<file path="src/rtl/cfd_pkg.sv">
// Shared types and constants for the centroid frame deframer.
// Used by cfd_ctrl, cfd_dp and centroid_frame_deframer; depends on nothing.
`default_nettype none

package cfd_pkg;

  localparam int CFD_MAX_RECORDS = 16;
  localparam int CFD_IDX_W       = $clog2(CFD_MAX_RECORDS);
  localparam int CFD_CNT_W       = 5;
  localparam int CFD_REC_BYTES   = 6;
  localparam int CFD_MIN_COUNT   = 2;
  localparam int CFD_MAX_COUNT   = 16;

  localparam logic [2:0] CFD_LAST_BYTE = 3'(CFD_REC_BYTES - 1);

  // Commands from the controller to the datapath.
  typedef struct packed {
    logic clear;       // Head byte seen: restart framing.
    logic take_count;  // Latch the record count.
    logic take_data;   // Shift in one record byte.
    logic load_out;    // Move the current store entry to the output register.
  } cfd_cmd_t;

  // Status from the datapath to the controller.
  typedef struct packed {
    logic is_head;
    logic count_ok;
    logic rec_end;
    logic frame_end;
    logic drain_last;
    logic out_free;
  } cfd_sts_t;

endpackage

`default_nettype wire

</file>
<file path="src/rtl/centroid_frame_deframer.sv">
// Centroid frame deframer, top level.
// Byte input channel (in_valid/in_ready/in_rx_byte) carries link bytes; each
// completed frame yields one beat per record on the out_ channel.
// cfg_wr_en/cfg_wr_data set the head byte; write it only while idle.
// Framing: head byte, record count (2..16), then six bytes per record
// (x, y, mass, high byte first). A head byte anywhere restarts the frame.
// Bytes are taken one per cycle while a frame is being received.
// On the last byte of a frame, input stalls while the 16-entry record store
// drains: each record goes through a store read, then an output load, and
// in_ready stays low until the last record of the frame is loaded.
// The output register holds its beat while out_ready is low, and the drain
// simply waits for it; no record is lost.
// Reset is synchronous on rst_n: framing goes idle, the head byte is zero,
// in_ready rises the cycle after reset is released. The store needs no
// clearing, since each record is written before it is read.
`default_nettype none

module centroid_frame_deframer import cfd_pkg::*; (
  input  wire logic        clk,
  input  wire logic        rst_n,
  input  wire logic        cfg_wr_en,
  input  wire logic [7:0]  cfg_wr_data,
  input  wire logic        in_valid,
  output logic             in_ready,
  input  wire logic [7:0]  in_rx_byte,
  output logic             out_valid,
  input  wire logic        out_ready,
  output logic [15:0]      out_pos_x,
  output logic [15:0]      out_pos_y,
  output logic [15:0]      out_mass,
  output logic [3:0]       out_record_index,
  output logic [4:0]       out_record_total,
  output logic             out_last_record
);

  cfd_cmd_t cmd;
  cfd_sts_t sts;

  cfd_ctrl u_ctrl (
    .clk      (clk),
    .rst_n    (rst_n),
    .in_valid (in_valid),
    .in_ready (in_ready),
    .sts      (sts),
    .cmd      (cmd)
  );

  cfd_dp u_dp (
    .clk              (clk),
    .rst_n            (rst_n),
    .cfg_wr_en        (cfg_wr_en),
    .cfg_wr_data      (cfg_wr_data),
    .in_rx_byte       (in_rx_byte),
    .cmd              (cmd),
    .sts              (sts),
    .out_valid        (out_valid),
    .out_ready        (out_ready),
    .out_pos_x        (out_pos_x),
    .out_pos_y        (out_pos_y),
    .out_mass         (out_mass),
    .out_record_index (out_record_index),
    .out_record_total (out_record_total),
    .out_last_record  (out_last_record)
  );

`ifndef NO_ASSERTIONS
  // The last flag marks exactly the final record of a frame.
  a_last_matches_index: assert property (@(posedge clk) disable iff (!rst_n)
    out_valid |-> (out_last_record == ((5'(out_record_index) + 5'd1) == out_record_total)))
    else $error("last_record disagrees with record index and total");

  // A record is only ever emitted for a legal frame size.
  a_total_legal: assert property (@(posedge clk) disable iff (!rst_n)
    out_valid |-> (out_record_total >= 5'(CFD_MIN_COUNT) &&
                   out_record_total <= 5'(CFD_MAX_COUNT)))
    else $error("record_total out of range");

  // Input is never taken while the store is being drained.
  a_no_input_in_drain: assert property (@(posedge clk) disable iff (!rst_n)
    (cmd.load_out) |-> !in_ready)
    else $error("input accepted during drain");
`endif

endmodule

`default_nettype wire

</file>
<file path="src/rtl/cfd_ctrl.sv">
// Framing and drain controller for the centroid frame deframer.
// Depends on cfd_pkg for the command and status structs.
`default_nettype none

module cfd_ctrl import cfd_pkg::*; (
  input  wire logic     clk,
  input  wire logic     rst_n,
  input  wire logic     in_valid,
  output logic          in_ready,
  input  wire cfd_sts_t sts,
  output cfd_cmd_t      cmd
);

  typedef enum logic [2:0] {
    S_IDLE,
    S_COUNT,
    S_DATA,
    S_RD,
    S_LOAD
  } state_t;

  state_t state_r, state_nxt;
  logic   in_ready_r, in_ready_nxt;
  logic   beat;

  assign in_ready = in_ready_r;
  assign beat     = in_valid && in_ready_r;

  always_comb begin
    state_nxt = state_r;
    cmd       = '0;
    if (beat && sts.is_head) begin
      cmd.clear = 1'b1;
      state_nxt = S_COUNT;
    end else begin
      case (state_r)
        S_IDLE: begin
          state_nxt = S_IDLE;
        end
        S_COUNT: begin
          if (beat) begin
            if (sts.count_ok) begin
              cmd.take_count = 1'b1;
              state_nxt      = S_DATA;
            end else begin
              state_nxt = S_IDLE;
            end
          end
        end
        S_DATA: begin
          if (beat) begin
            cmd.take_data = 1'b1;
            if (sts.rec_end && sts.frame_end) begin
              state_nxt = S_RD;
            end
          end
        end
        S_RD: begin
          state_nxt = S_LOAD;
        end
        S_LOAD: begin
          if (sts.out_free) begin
            cmd.load_out = 1'b1;
            state_nxt    = sts.drain_last ? S_IDLE : S_RD;
          end
        end
        default: begin
          state_nxt = S_IDLE;
        end
      endcase
    end
  end

  assign in_ready_nxt = (state_nxt == S_IDLE) || (state_nxt == S_COUNT) ||
                        (state_nxt == S_DATA);

  always_ff @(posedge clk) begin
    if (!rst_n) begin
      state_r    <= S_IDLE;
      in_ready_r <= 1'b0;
    end else begin
      state_r    <= state_nxt;
      in_ready_r <= in_ready_nxt;
    end
  end

endmodule

`default_nettype wire

</file>
<file path="src/rtl/cfd_dp.sv">
// Datapath of the centroid frame deframer: head register, record assembly,
// record store and output register. Depends on cfd_pkg.
`default_nettype none

module cfd_dp import cfd_pkg::*; (
  input  wire logic        clk,
  input  wire logic        rst_n,
  input  wire logic        cfg_wr_en,
  input  wire logic [7:0]  cfg_wr_data,
  input  wire logic [7:0]  in_rx_byte,
  input  wire cfd_cmd_t    cmd,
  output cfd_sts_t         sts,
  output logic             out_valid,
  input  wire logic        out_ready,
  output logic [15:0]      out_pos_x,
  output logic [15:0]      out_pos_y,
  output logic [15:0]      out_mass,
  output logic [3:0]       out_record_index,
  output logic [4:0]       out_record_total,
  output logic             out_last_record
);

  logic [7:0]           head_r;
  logic [CFD_CNT_W-1:0] expected_r;
  logic [CFD_CNT_W-1:0] done_r;
  logic [2:0]           bidx_r;
  logic [39:0]          partial_r;
  logic [CFD_IDX_W-1:0] rd_idx_r;
  logic [47:0]          rdata_r;
  logic [47:0]          store_r [CFD_MAX_RECORDS];

  logic                 out_valid_r;
  logic [47:0]          out_rec_r;
  logic [3:0]           out_index_r;
  logic [4:0]           out_total_r;
  logic                 out_last_r;
  logic                 rd_last;

  assign rd_last = ({1'b0, rd_idx_r} + 5'd1) == expected_r;

  assign sts.is_head    = (in_rx_byte == head_r);
  assign sts.count_ok   = (in_rx_byte >= 8'(CFD_MIN_COUNT)) &&
                          (in_rx_byte <= 8'(CFD_MAX_COUNT)) &&
                          (in_rx_byte <= 8'(CFD_MAX_RECORDS));
  assign sts.rec_end    = (bidx_r == CFD_LAST_BYTE);
  assign sts.frame_end  = (done_r + 5'd1) == expected_r;
  assign sts.drain_last = rd_last;
  assign sts.out_free   = !out_valid_r || out_ready;

  always_ff @(posedge clk) begin
    if (!rst_n) begin
      head_r     <= 8'd0;
      expected_r <= '0;
      done_r     <= '0;
      bidx_r     <= 3'd0;
      rd_idx_r   <= '0;
    end else begin
      if (cfg_wr_en) begin
        head_r <= cfg_wr_data;
      end
      if (cmd.clear) begin
        expected_r <= '0;
        done_r     <= '0;
        bidx_r     <= 3'd0;
      end else if (cmd.take_count) begin
        expected_r <= in_rx_byte[CFD_CNT_W-1:0];
        done_r     <= '0;
        bidx_r     <= 3'd0;
        rd_idx_r   <= '0;
      end else if (cmd.take_data) begin
        if (bidx_r == CFD_LAST_BYTE) begin
          done_r <= done_r + 5'd1;
          bidx_r <= 3'd0;
        end else begin
          bidx_r <= bidx_r + 3'd1;
        end
      end else if (cmd.load_out) begin
        rd_idx_r <= rd_idx_r + CFD_IDX_W'(1);
      end
    end
  end

  // Record assembly and store; no reset needed on payload.
  always_ff @(posedge clk) begin
    if (cmd.take_data) begin
      if (bidx_r == CFD_LAST_BYTE) begin
        store_r[done_r[CFD_IDX_W-1:0]] <= {partial_r, in_rx_byte};
      end else begin
        partial_r <= {partial_r[31:0], in_rx_byte};
      end
    end
    rdata_r <= store_r[rd_idx_r];
  end

  always_ff @(posedge clk) begin
    if (!rst_n) begin
      out_valid_r <= 1'b0;
    end else if (cmd.load_out) begin
      out_valid_r <= 1'b1;
    end else if (out_ready) begin
      out_valid_r <= 1'b0;
    end
  end

  always_ff @(posedge clk) begin
    if (cmd.load_out) begin
      out_rec_r   <= rdata_r;
      out_index_r <= 4'(rd_idx_r);
      out_total_r <= expected_r;
      out_last_r  <= rd_last;
    end
  end

  assign out_valid        = out_valid_r;
  assign out_pos_x        = out_rec_r[47:32];
  assign out_pos_y        = out_rec_r[31:16];
  assign out_mass         = out_rec_r[15:0];
  assign out_record_index = out_index_r;
  assign out_record_total = out_total_r;
  assign out_last_record  = out_last_r;

endmodule

`default_nettype wire
</file>
<file path="config.mk">
export PLATFORM = sky130hd
export DESIGN_NAME = centroid_frame_deframer
export DESIGN_NICKNAME = d
export VERILOG_FILES = /design/src/rtl/cfd_pkg.sv /design/src/rtl/centroid_frame_deframer.sv /design/src/rtl/cfd_ctrl.sv /design/src/rtl/cfd_dp.sv
export SDC_FILE = /design/constraint.sdc
export NUM_CORES = 1
export LEC_CHECK = 0
export ABC_AREA = 1
export BUFFER_PORTS_ARGS = -buffer_cell sky130_fd_sc_hd__buf_2
export CAP_MARGIN = 20
export CORE_MARGIN = 1
export CORE_UTILIZATION = 34
export CTS_CLUSTER_DIAMETER = 30
export CTS_CLUSTER_SIZE = 8
export DETAILED_ROUTE_END_ITERATION = 7
export SLEW_MARGIN = 25
export SYNTH_ARGS = -nofsm -noshare
export SYNTH_HDL_FRONTEND = slang
export SYNTH_SLANG_ARGS = --single-unit
</file>
<file path="constraint.sdc">
create_clock -name clk -period 6.6 [get_ports clk]
set_input_delay 1.32 -clock clk [delete_from_list [all_inputs] [get_ports clk]]
set_output_delay 1.32 -clock clk [all_outputs]
set_load 0.005 [all_outputs]
</file>
## Yosys cells after proc, flatten, opt, wreduce, memory -nomap -nowiden

Memories as Yosys holds them, arrays and structs flattened. A register that Yosys moved wholly into a read port is not among the register bits.
Cells that the tools add are included.

| word-level totals | value |
|---|---|
| register bits after elaboration | 128 |
| bits in writable memories | 768 |
| input port bits | 21 |
| output and inout port bits | 60 |
| logic and storage cells | 77 |
| memories kept | 1 |

| cells by class | value |
|---|---|
| add/sub/neg operators | 4 |
| magnitude comparators | 2 |
| eq/ne operators | 11 |
| multiplexer cells | 26 |
| bitwise logic cells | 3 |
| reductions and logical operators | 17 |

Memories:

| name | depth | width | rd ports | clocked after Yosys merged registers in | wr ports | line | text |
|---|---|---|---|---|---|---|---|
| u_dp.store_r | 16 | 48 | 1 | 1 | 1 | cfd_dp.sv:30 | `logic [47:0] store_r [CFD_MAX_RECORDS];` |

Operators with widths:

| cell | count |
|---|---|
| 3-bit two-way mux | 7 |
| 1-bit two-way mux | 13 |
| 4-bit two-way mux | 3 |
| 3-bit case mux with 4 select lines | 1 |
| 5-bit == test | 2 |
| 3-bit by 2-bit == test with 1-bit output (second input constant) | 3 |
| 8-bit == test | 1 |
| 8-bit by 2-bit >= comparator with 1-bit output (second input constant) | 1 |
| 8-bit by 5-bit less-or-equal comparator with 1-bit output (second input constant) | 1 |
| 3-bit by 1-bit == test with 1-bit output (second input constant) | 2 |
| 3-bit == test (second input constant) | 2 |
| 4-bit by 1-bit adder with 5-bit output (second input constant) | 1 |
| 5-bit by 1-bit adder with 5-bit output (second input constant) | 1 |
| 1-bit logical AND | 5 |
| 4-bit by 1-bit adder with 4-bit output (second input constant) | 1 |
| 2-bit two-way mux | 2 |
| 2-bit AND reduction | 2 |
| 2-bit nonzero test | 2 |
| 3-bit by 1-bit adder with 3-bit output (second input constant) | 1 |
| 3-bit logical NOT | 1 |
| 1-bit logical OR | 3 |
| 1-bit inverter | 3 |
| 3-bit AND reduction | 1 |
| 3-bit OR reduction | 1 |
| other kinds (3) | 3 |

## Logic depth before layout (Yosys ltp)

Gate-level depths: netlist of run 1.

| depth | value |
|---|---|
| word-level depth | 10 |
| gate-level depth with buffers | 13 |
| mapped depth without buffers | 13 |

## Cells and area by module

Synthesis of run 1 repeated with hierarchy kept, for this count alone.

| unflattened totals | value |
|---|---|
| cells, all modules | 3517 |
| area total of the unflattened synthesis | 38550.7 um^2 |

By module, submodules not included:

| module | times used | cells an instance | area each (um^2) | sequential area each (um^2) |
|---|---|---|---|---|
| cfd_dp | 1 | 3471 | 38291.7 | 27486.4 |
| cfd_ctrl | 1 | 46 | 259.0 | 80.1 |

## Least setup slack after synthesis of run 1

Ideal clock, no wire load.

| timing | value |
|---|---|
| path type | input to register |
| from | input in_valid |
| to | memory u_dp.store_r[0][0], enable pin |
| library setup time | 0.454 ns |
| arrival time | 4.076 ns |
| required time | 6.146 ns |
| path slack | 2.071 ns |
| stages | 6 |
| path buffers | 0 |
| cells stage by stage | nand2_1 -> nor2_2 -> nand3_2 -> inv_2 -> nand2_1 -> nor2_1 |

| between the ends | value |
|---|---|
| cells in the longest elaborated chain, start to end | 6 |
| elaborated cells between the ends (all ways) | 7 |
| those cells by class | 5 x mux; 2 x reduce/logical |

RTL lines:

| what | line | text |
|---|---|---|
| start: declaration | centroid_frame_deframer.sv:23 | `input wire logic in_valid,` |
| 1-bit logical AND (*) | cfd_ctrl.sv:27 | `assign beat = in_valid && in_ready_r;` |
| 1-bit two-way mux | cfd_ctrl.sv:51 | `if (beat) begin` |
| 1-bit two-way mux | cfd_ctrl.sv:36 | `case (state_r)` |
| 3-bit two-way mux (*) | cfd_ctrl.sv:32 | `if (beat && sts.is_head) begin` |
| 1-bit two-way mux (*) | cfd_dp.sv:85 | `if (cmd.take_data) begin` |
| 1-bit two-way mux (implied by the code) (*) | cfd_dp.sv:87 | `store_r[done_r[CFD_IDX_W-1:0]] <= {partial_r, in_rx_byte};` |
| end: declaration | cfd_dp.sv:30 |  |

Mark *: on every way between the ends. The rest lies on a longest branch, timed or not.

## Worst setup path after layout of run 1

| timing | value |
|---|---|
| from | input in_rx_byte[5] |
| to | memory u_dp.store_r[14][21], enable pin |

| between the ends | value |
|---|---|
| cells in the longest elaborated chain, start to end | 5 |

RTL lines:

| what | line | text |
|---|---|---|
| start: declaration | centroid_frame_deframer.sv:25 | `input wire logic [7:0] in_rx_byte,` |
| 8-bit == test | cfd_dp.sv:41 | `assign sts.is_head = (in_rx_byte == head_r);` |
| 1-bit logical AND | cfd_ctrl.sv:32 |  |
| 3-bit two-way mux | cfd_ctrl.sv:32 |  |
| 1-bit two-way mux | cfd_dp.sv:85 |  |
| 1-bit two-way mux (implied by the code) | cfd_dp.sv:87 |  |

Every way passes these cells.

==> flow_metrics.tcl, run 1 <==
set metrics [dict create \
    wl_met1_um 38100 \
    cts-resized-gates 0 \
    clock.fmax_ghz 0.257 \
    antenna_found_initial 1 \
    postSynthCellCount 2471 \
    hold_viol_final 0 \
    yosys_warnings 0 \
    fillerInstances 9227 \
    cts_buffers 178 \
    min_period_over_period 0.591 \
    cts_tree "yes" \
    ctsRootBufferMaster "clkbuf_16" \
    grt_max_degree 215 \
    synth_edf_count 866 \
    synthTopCellsByArea "edfxtp_1, o21ai_0, nor2_1" \
    crit_fanout 22 \
    drt-total-wl_um 88500 \
    ys_ff_latch 944 \
    synth.top_cell.area_share 0.739 \
    setup_tns_ps 0 \
    final_common_cell "edfxtp_1" \
    max_slew_margin 0.327 \
    postSynthAreaPerCell_um2 14.2 \
    syn_nets 2497 \
    yosysTopAreaCell "edfxtp_1" \
    die_area_um2 105000 \
    fp.dieH_um 324 \
    routed-via-count 21323 \
    clock_skew_ps 19.7 \
    clock_sinks 944 \
    cp-end-kind "flop" \
    fin_nets 2635 \
    powerDensity_nw_per_um2 356 \
    top_layer "met4" \
    finalMaxSlewViolations 0 \
    drt_iter0_drc 1860 \
    ctsHoldBuffers 0 \
    firstDrtPassIters 5 \
    dr_wl_met2_um 42800 \
    mostFrequentLayoutCells "edfxtp_1, nor2_1, o21ai_0, clkbuf_16, o221ai_1" \
    finalCoreUtilization 0.422 \
    seq_area_frac_synth 0.783 \
    io_buffers 80 \
    initial_utilization 0.344 \
    clockBufferDepth 3 \
    crit_path_start_kind "primary input" \
    viasPerCell 5.18 \
    rsz0062_at_grt "false" \
    hp-class "flop to flop" \
    path_clk_slew_ps 40 \
    gp_congestion 0.753 \
    grt_pass1_vias 21306 \
    area_growth_pct 22.5 \
    crit_required_ps 7000 \
    report.power.total_uw 15300 \
    io_pins 81 \
    worstMarginPinSlew_ps 1010 \
    maxCapViolations 0 \
    postRouteAntennaNets 0 \
    worstPathArrival_ps 4290 \
    met3WireLength_um 5250 \
    h-tree-depth 4 \
    die_w_um 324 \
    core_area_um2 102000 \
    wire_per_inst_um 21.5 \
    post_cts_buffers 0 \
    synth_area_um2 35200 \
    path_class "primary input to flop" \
    dp_hpwl_um 45200 \
    grt_overflow_total 0 \
    async_flop_share 0 \
    grt_pass1_wl_um 133000 \
    grt_util_all_layers 0.169 \
    setup_violations 0 \
    ir_drop_v 0.000233 \
    min_period_ps 3900 \
    power.leakage_uw 0.0143 \
    antenna-diode-count 0 \
    synthFlopType "edfxtp_1" \
    rows 117 \
    layout-drive-gt1-share 0.154 \
    insertion_delay_ps 730 \
    outcome "finished clean" \
    drc_errors 0 \
    synth_cell_types 31 \
]
-- flip-flops by register name, indices dropped and copies added (netlist names), 3 cells and up --
signal / count
u_dp.done_r: 5
u_dp.out_rec_r: 48
u_dp.rdata_r: 48
u_ctrl.state_r: 3
u_dp.bidx_r: 3
u_dp.expected_r: 5
u_dp.out_record_total: 5
u_dp.partial_r: 40
u_dp.head_r: 8
u_dp.rd_idx_r: 4
u_dp.store_r: 768
u_dp.out_record_index: 4
-- routing by layer --
| metal | up-vias | track usage |
|---|---|---|
| li1 | 9693 | - |
| met1 | 10713 | 0.223 |
| met2 | 752 | 0.274 |
| met3 | 165 | 0.0320 |
| met4 | 0 | 0.0661 |
| met5 | - | 0 |
-- final timing paths --
kind	startpoint	end	slack, ps	cells after the start
setup / recovery	in_rx_byte[5]	u_dp.store_r[14][21]$_DFFE_PP_	2700	9
hold / removal	u_dp.rdata_r[17]$_DFF_P_	u_dp.out_rec_r[17]$_DFFE_PP_	400	0
setup reg to reg	u_ctrl.in_ready$_SDFF_PN0_	u_dp.store_r[14][21]$_DFFE_PP_	3260	10
hold reg to reg	u_dp.rdata_r[17]$_DFF_P_	u_dp.out_rec_r[17]$_DFFE_PP_	400	0
-- Yosys cell counts (2+ instances only) --
cell type / n
a21oi_1: 16
buf_1: 10
buf_2: 25
buf_4: 12
buf_6: 2
clkbuf_1: 114
dfxtp_1: 78
edfxtp_1: 866
ha_1: 5
inv_1: 31
inv_2: 4
nand2_1: 121
nand3_1: 83
nand3_2: 2
nand3b_1: 2
nand4_1: 5
nor2_1: 444
nor2_2: 3
nor3_1: 7
o211ai_1: 33
o21ai_0: 398
o221ai_1: 155
o22ai_1: 38
xnor2_1: 5
xor2_1: 6
-- critical path, stage by stage --
cell	delay (ps)
buf_2	320
xnor2_1	100
and3_1	210
nand3_2	340
nand3_2	330
inv_2	170
nand2_1	240
nor2_4	820
buf_4	420
-- where the power goes --
part	leakage, uW	internal, uW	switching (uW)	total [uW]
clock network	0.00287	5920	2890	8820
logic	0.00300	10.8	28.7	39.6
registers	0.00844	6460	2.12	6470
total	0.0143	12400	2920	15300
-- cells by family (layout without fill, tap and decap cells) --
kind of cell / Yosys count / count (layout) / share of synthesized area
AND/OR/NAND/NOR: 672 / 672 / 0.0769
AO/OA/AOI/OAI: 640 / 640 / 0.111
adder cells (fa/ha/maj): 5 / 5 / 0.00178
flip-flops: 944 / 944 / 0.783
buffers and inverters: 199 / 479 / 0.0238
XOR/XNOR: 11 / 11 / 0.00274
-- layout make-up --
class,instances,area [um^2],share of cell area
clock inverter,85,1010,0.0235
clock buffer,237,4910,0.114
sequential,944,27600,0.640
multi-input combinational,1328,6910,0.160
timing repair buffer,121,807,0.0187
inverter,36,155,0.00360
tap,1368,1710,0.0397
-- stage by stage --
stage | area (um^2) | hold WS [ps] | cells | worst slack [ps]
after floorplan | 35200 | 386 | 2471 | 2070
after global placement | 37100 | 387 | 3795 | 1950
after detailed placement | 37200 | 389 | 3797 | 2030
after CTS | 43100 | 396 | 4119 | 2790
after global routing | 43100 | 401 | 4119 | 2570
final | 43100 | 396 | 4119 | 2700
Note: power is estimated with default switching activity, not from simulation.
==> inputs of run 2 (changes only) <==
--- a/config.mk
+++ b/config.mk
@@ -5,7 +5,7 @@
 export SDC_FILE = /design/constraint.sdc
 export NUM_CORES = 1
 export LEC_CHECK = 0
-export ABC_AREA = 1
+export ABC_AREA = 0
 export BUFFER_PORTS_ARGS = -buffer_cell sky130_fd_sc_hd__buf_2
 export CAP_MARGIN = 20
 export CORE_MARGIN = 1
==> constraint.sdc (replaced) <==
create_clock -name clk -period 3.3 [get_ports clk]
set_input_delay 0.66 -clock clk [delete_from_list [all_inputs] [get_ports clk]]
set_output_delay 0.66 -clock clk [all_outputs]
set_load 0.005 [all_outputs]
==> flow_metrics.tcl, run 2 <==
set metrics [dict create \
    gp_congestion 0.746 \
    cts_buffers 163 \
    ctsHoldBuffers 0 \
    synth_common_cells "edfxtp_1, mux4_2, dfxtp_1" \
    ctsRootBufferMaster "clkbuf_16" \
    cts_tree "yes" \
    rsz0062_at_grt "false" \
    crit_path_start_kind "flop" \
    postSynthAreaPerCell_um2 24.2 \
    min_period_ps 2620 \
    clock_skew_ps 20.8 \
    cts-resized-gates 0 \
    power.internal_uw 22900 \
    seq_area_frac_synth 0.804 \
    fin_nets 1685 \
    mostFrequentLayoutCells "edfxtp_1, mux4_2, clkbuf_16, buf_2, dfxtp_1" \
    cp-end-kind "flop" \
    io_buffers 80 \
    finalMaxSlewViolations 0 \
    h-tree-depth 4 \
    worstMarginPinSlew_ps 855 \
    syn_nets 1444 \
    die_area_um2 102000 \
    clockBufferDepth 3 \
    clock_power_share 0.541 \
    fillerInstances 8418 \
    grt_overflow_total 0 \
    path_clk_slew_ps 40 \
    max_slew_margin 0.430 \
    power.leakage_uw 0.0132 \
    outcome "finished clean" \
    grt_pass1_wl_um 111000 \
    crit_fanout 20 \
    synth_area_um2 34300 \
    area_growth_pct 22.9 \
    synth_cell_types 47 \
    whs_ps 183 \
    routed-via-count 15535 \
    antenna_found_initial 2 \
    p_sw_uw 5440 \
    viasPerCell 5.05 \
    setup_violations 0 \
    wire_per_inst_um 24.3 \
    seq_area_um2 27600 \
    final_common_cell "edfxtp_1" \
    layout-drive-gt1-share 0.359 \
    p_comb_frac 0.003 \
    min_period_over_period 0.794 \
    firstDrtPassIters 5 \
    die_w_um 320 \
    grt_pass1_vias 16335 \
    hold_viol_final 0 \
    hp-class "primary input to flop" \
    core_area_um2 100000 \
    io_pins 81 \
    insertion_delay_ps 730 \
    synthFlopType "edfxtp_1" \
    seq_power_share 0.456 \
    maxCapViolations 0 \
    synthMostInstantiatedCell "edfxtp_1" \
    finalCoreUtilization 0.422 \
    drt_iter0_drc 1402 \
    fp.dieH_um 320 \
    worstPathArrival_ps 3000 \
    clock.fmax_ghz 0.382 \
    drt-total-wl_um 74800 \
    clock_sinks 944 \
    r2r_cells 6 \
    post_cts_buffers 0 \
    grt_util_all_layers 0.150 \
    ir_drop_v 0.000350 \
    postRouteAntennaNets 0 \
    synth.top_cell.area_share 0.758 \
    synth_edf_count 866 \
    rows 116 \
    yosys_warnings 0 \
    largest_reg_flops 768 \
    initial_utilization 0.343 \
    async_flop_share 0 \
    multi_input_area_um2 6600 \
    yosysTopAreaCell "edfxtp_1" \
    drc_errors 0 \
    ys_ff_latch 944 \
    postSynthCellCount 1418 \
    synthTopCellsByArea "edfxtp_1, mux4_2, dfxtp_1" \
    dp_hpwl_um 43300 \
    powerDensity_nw_per_um2 673 \
    crit_required_ps 3680 \
    path_class "flop to flop" \
    min_path_cells 3 \
    grt_max_degree 51 \
    switching_share 0.192 \
]
## run 2: cell types whose count changed after synthesis, sizes merged, moves of 37 or more
cell,change
clkbuf,-80
mux4,+240
nand2,-96
nand3,-79
nor2,-413
o21ai,-395
o221ai,-155
o22ai,-37
## run 2: cells by family after synthesis
logic type / count (synthesis) / share of synthesized area
multiplexers: 251 / 0.161
AO/OA/AOI/OAI: 29 / 0.00580
adder cells (fa/ha/maj): 5 / 0.00182
AND/OR/NAND/NOR: 97 / 0.0136
XOR/XNOR: 24 / 0.00613
flip-flops: 944 / 0.804
buffers and inverters: 68 / 0.00839
## run 2: power by group through the flow
stage | sequential [uW] | clock [uW] | combinational (uW)
2_1_floorplan | 13100 | 0 | 27.4
3_3_place_gp | 13100 | 0 | 87.8
3_5_place_dp | 13100 | 0 | 90.5
4_1_cts | 12900 | 15600 | 91.1
5_1_grt | 12900 | 16200 | 97.6
6_report | 12900 | 15300 | 88.8
## run 2: worst paths after layout
check | end | slack (ps) | startpoint
max reg2reg | u_dp.store_r[0][42]$_DFFE_PP_ | 680 | u_ctrl.in_ready$_SDFF_PN0_
min reg2reg | u_dp.out_rec_r[8]$_DFFE_PP_ | 390 | u_dp.rdata_r[8]$_DFF_P_
max | u_dp.store_r[0][42]$_DFFE_PP_ | 680 | u_ctrl.in_ready$_SDFF_PN0_
min | u_dp.head_r[3]$_SDFFE_PN0P_ | 180 | cfg_wr_data[3]
## run 2: routing by layer
| layer | wire (um) | vias to the layer above | global-route usage |
|---|---|---|---|
| li1 | - | 6527 | - |
| met1 | 33100 | 8395 | 0.207 |
| met2 | 36200 | 496 | 0.234 |
| met3 | 3820 | 117 | 0.0322 |
| met4 | 1680 | 0 | 0.0521 |
| met5 | 0 | - | 0 |
## run 2: area by class of cell
| type | instances | area share |
|---|---|---|
| Sequential cell | 944 | 0.654 |
| Inverter | 5 | 0.000445 |
| Clock inverter | 60 | 0.0139 |
| Antenna cell | 2 | 0.000119 |
| Multi-Input combinational cell | 406 | 0.156 |
| Tap cell | 1298 | 0.0385 |
| Timing Repair Buffer | 139 | 0.0301 |
| Clock buffer | 222 | 0.106 |
## run 2: stage by stage
step                      instance area, um^2  worst slack, ps  total power (uW)  setup TNS [ps]  std cells
after floorplan                         34400             -547             13200         -108860       1418
after global placement                  37100              261             13200               0       2792
after detailed placement                37100              237             13200               0       2792
after CTS                               42200              601             28700               0       3074
after global routing                    42200              521             29200               0       3075
final                                   42200              679             28400               0       3076
## run 2: worst max-delay path, cell delays in order (launching register included)
cell,delay (ps)
dfxtp_1,330
nand2_1,190
nor4_2,350
o31a_1,370
nand2_1,340
nor3_4,320
buf_4,360
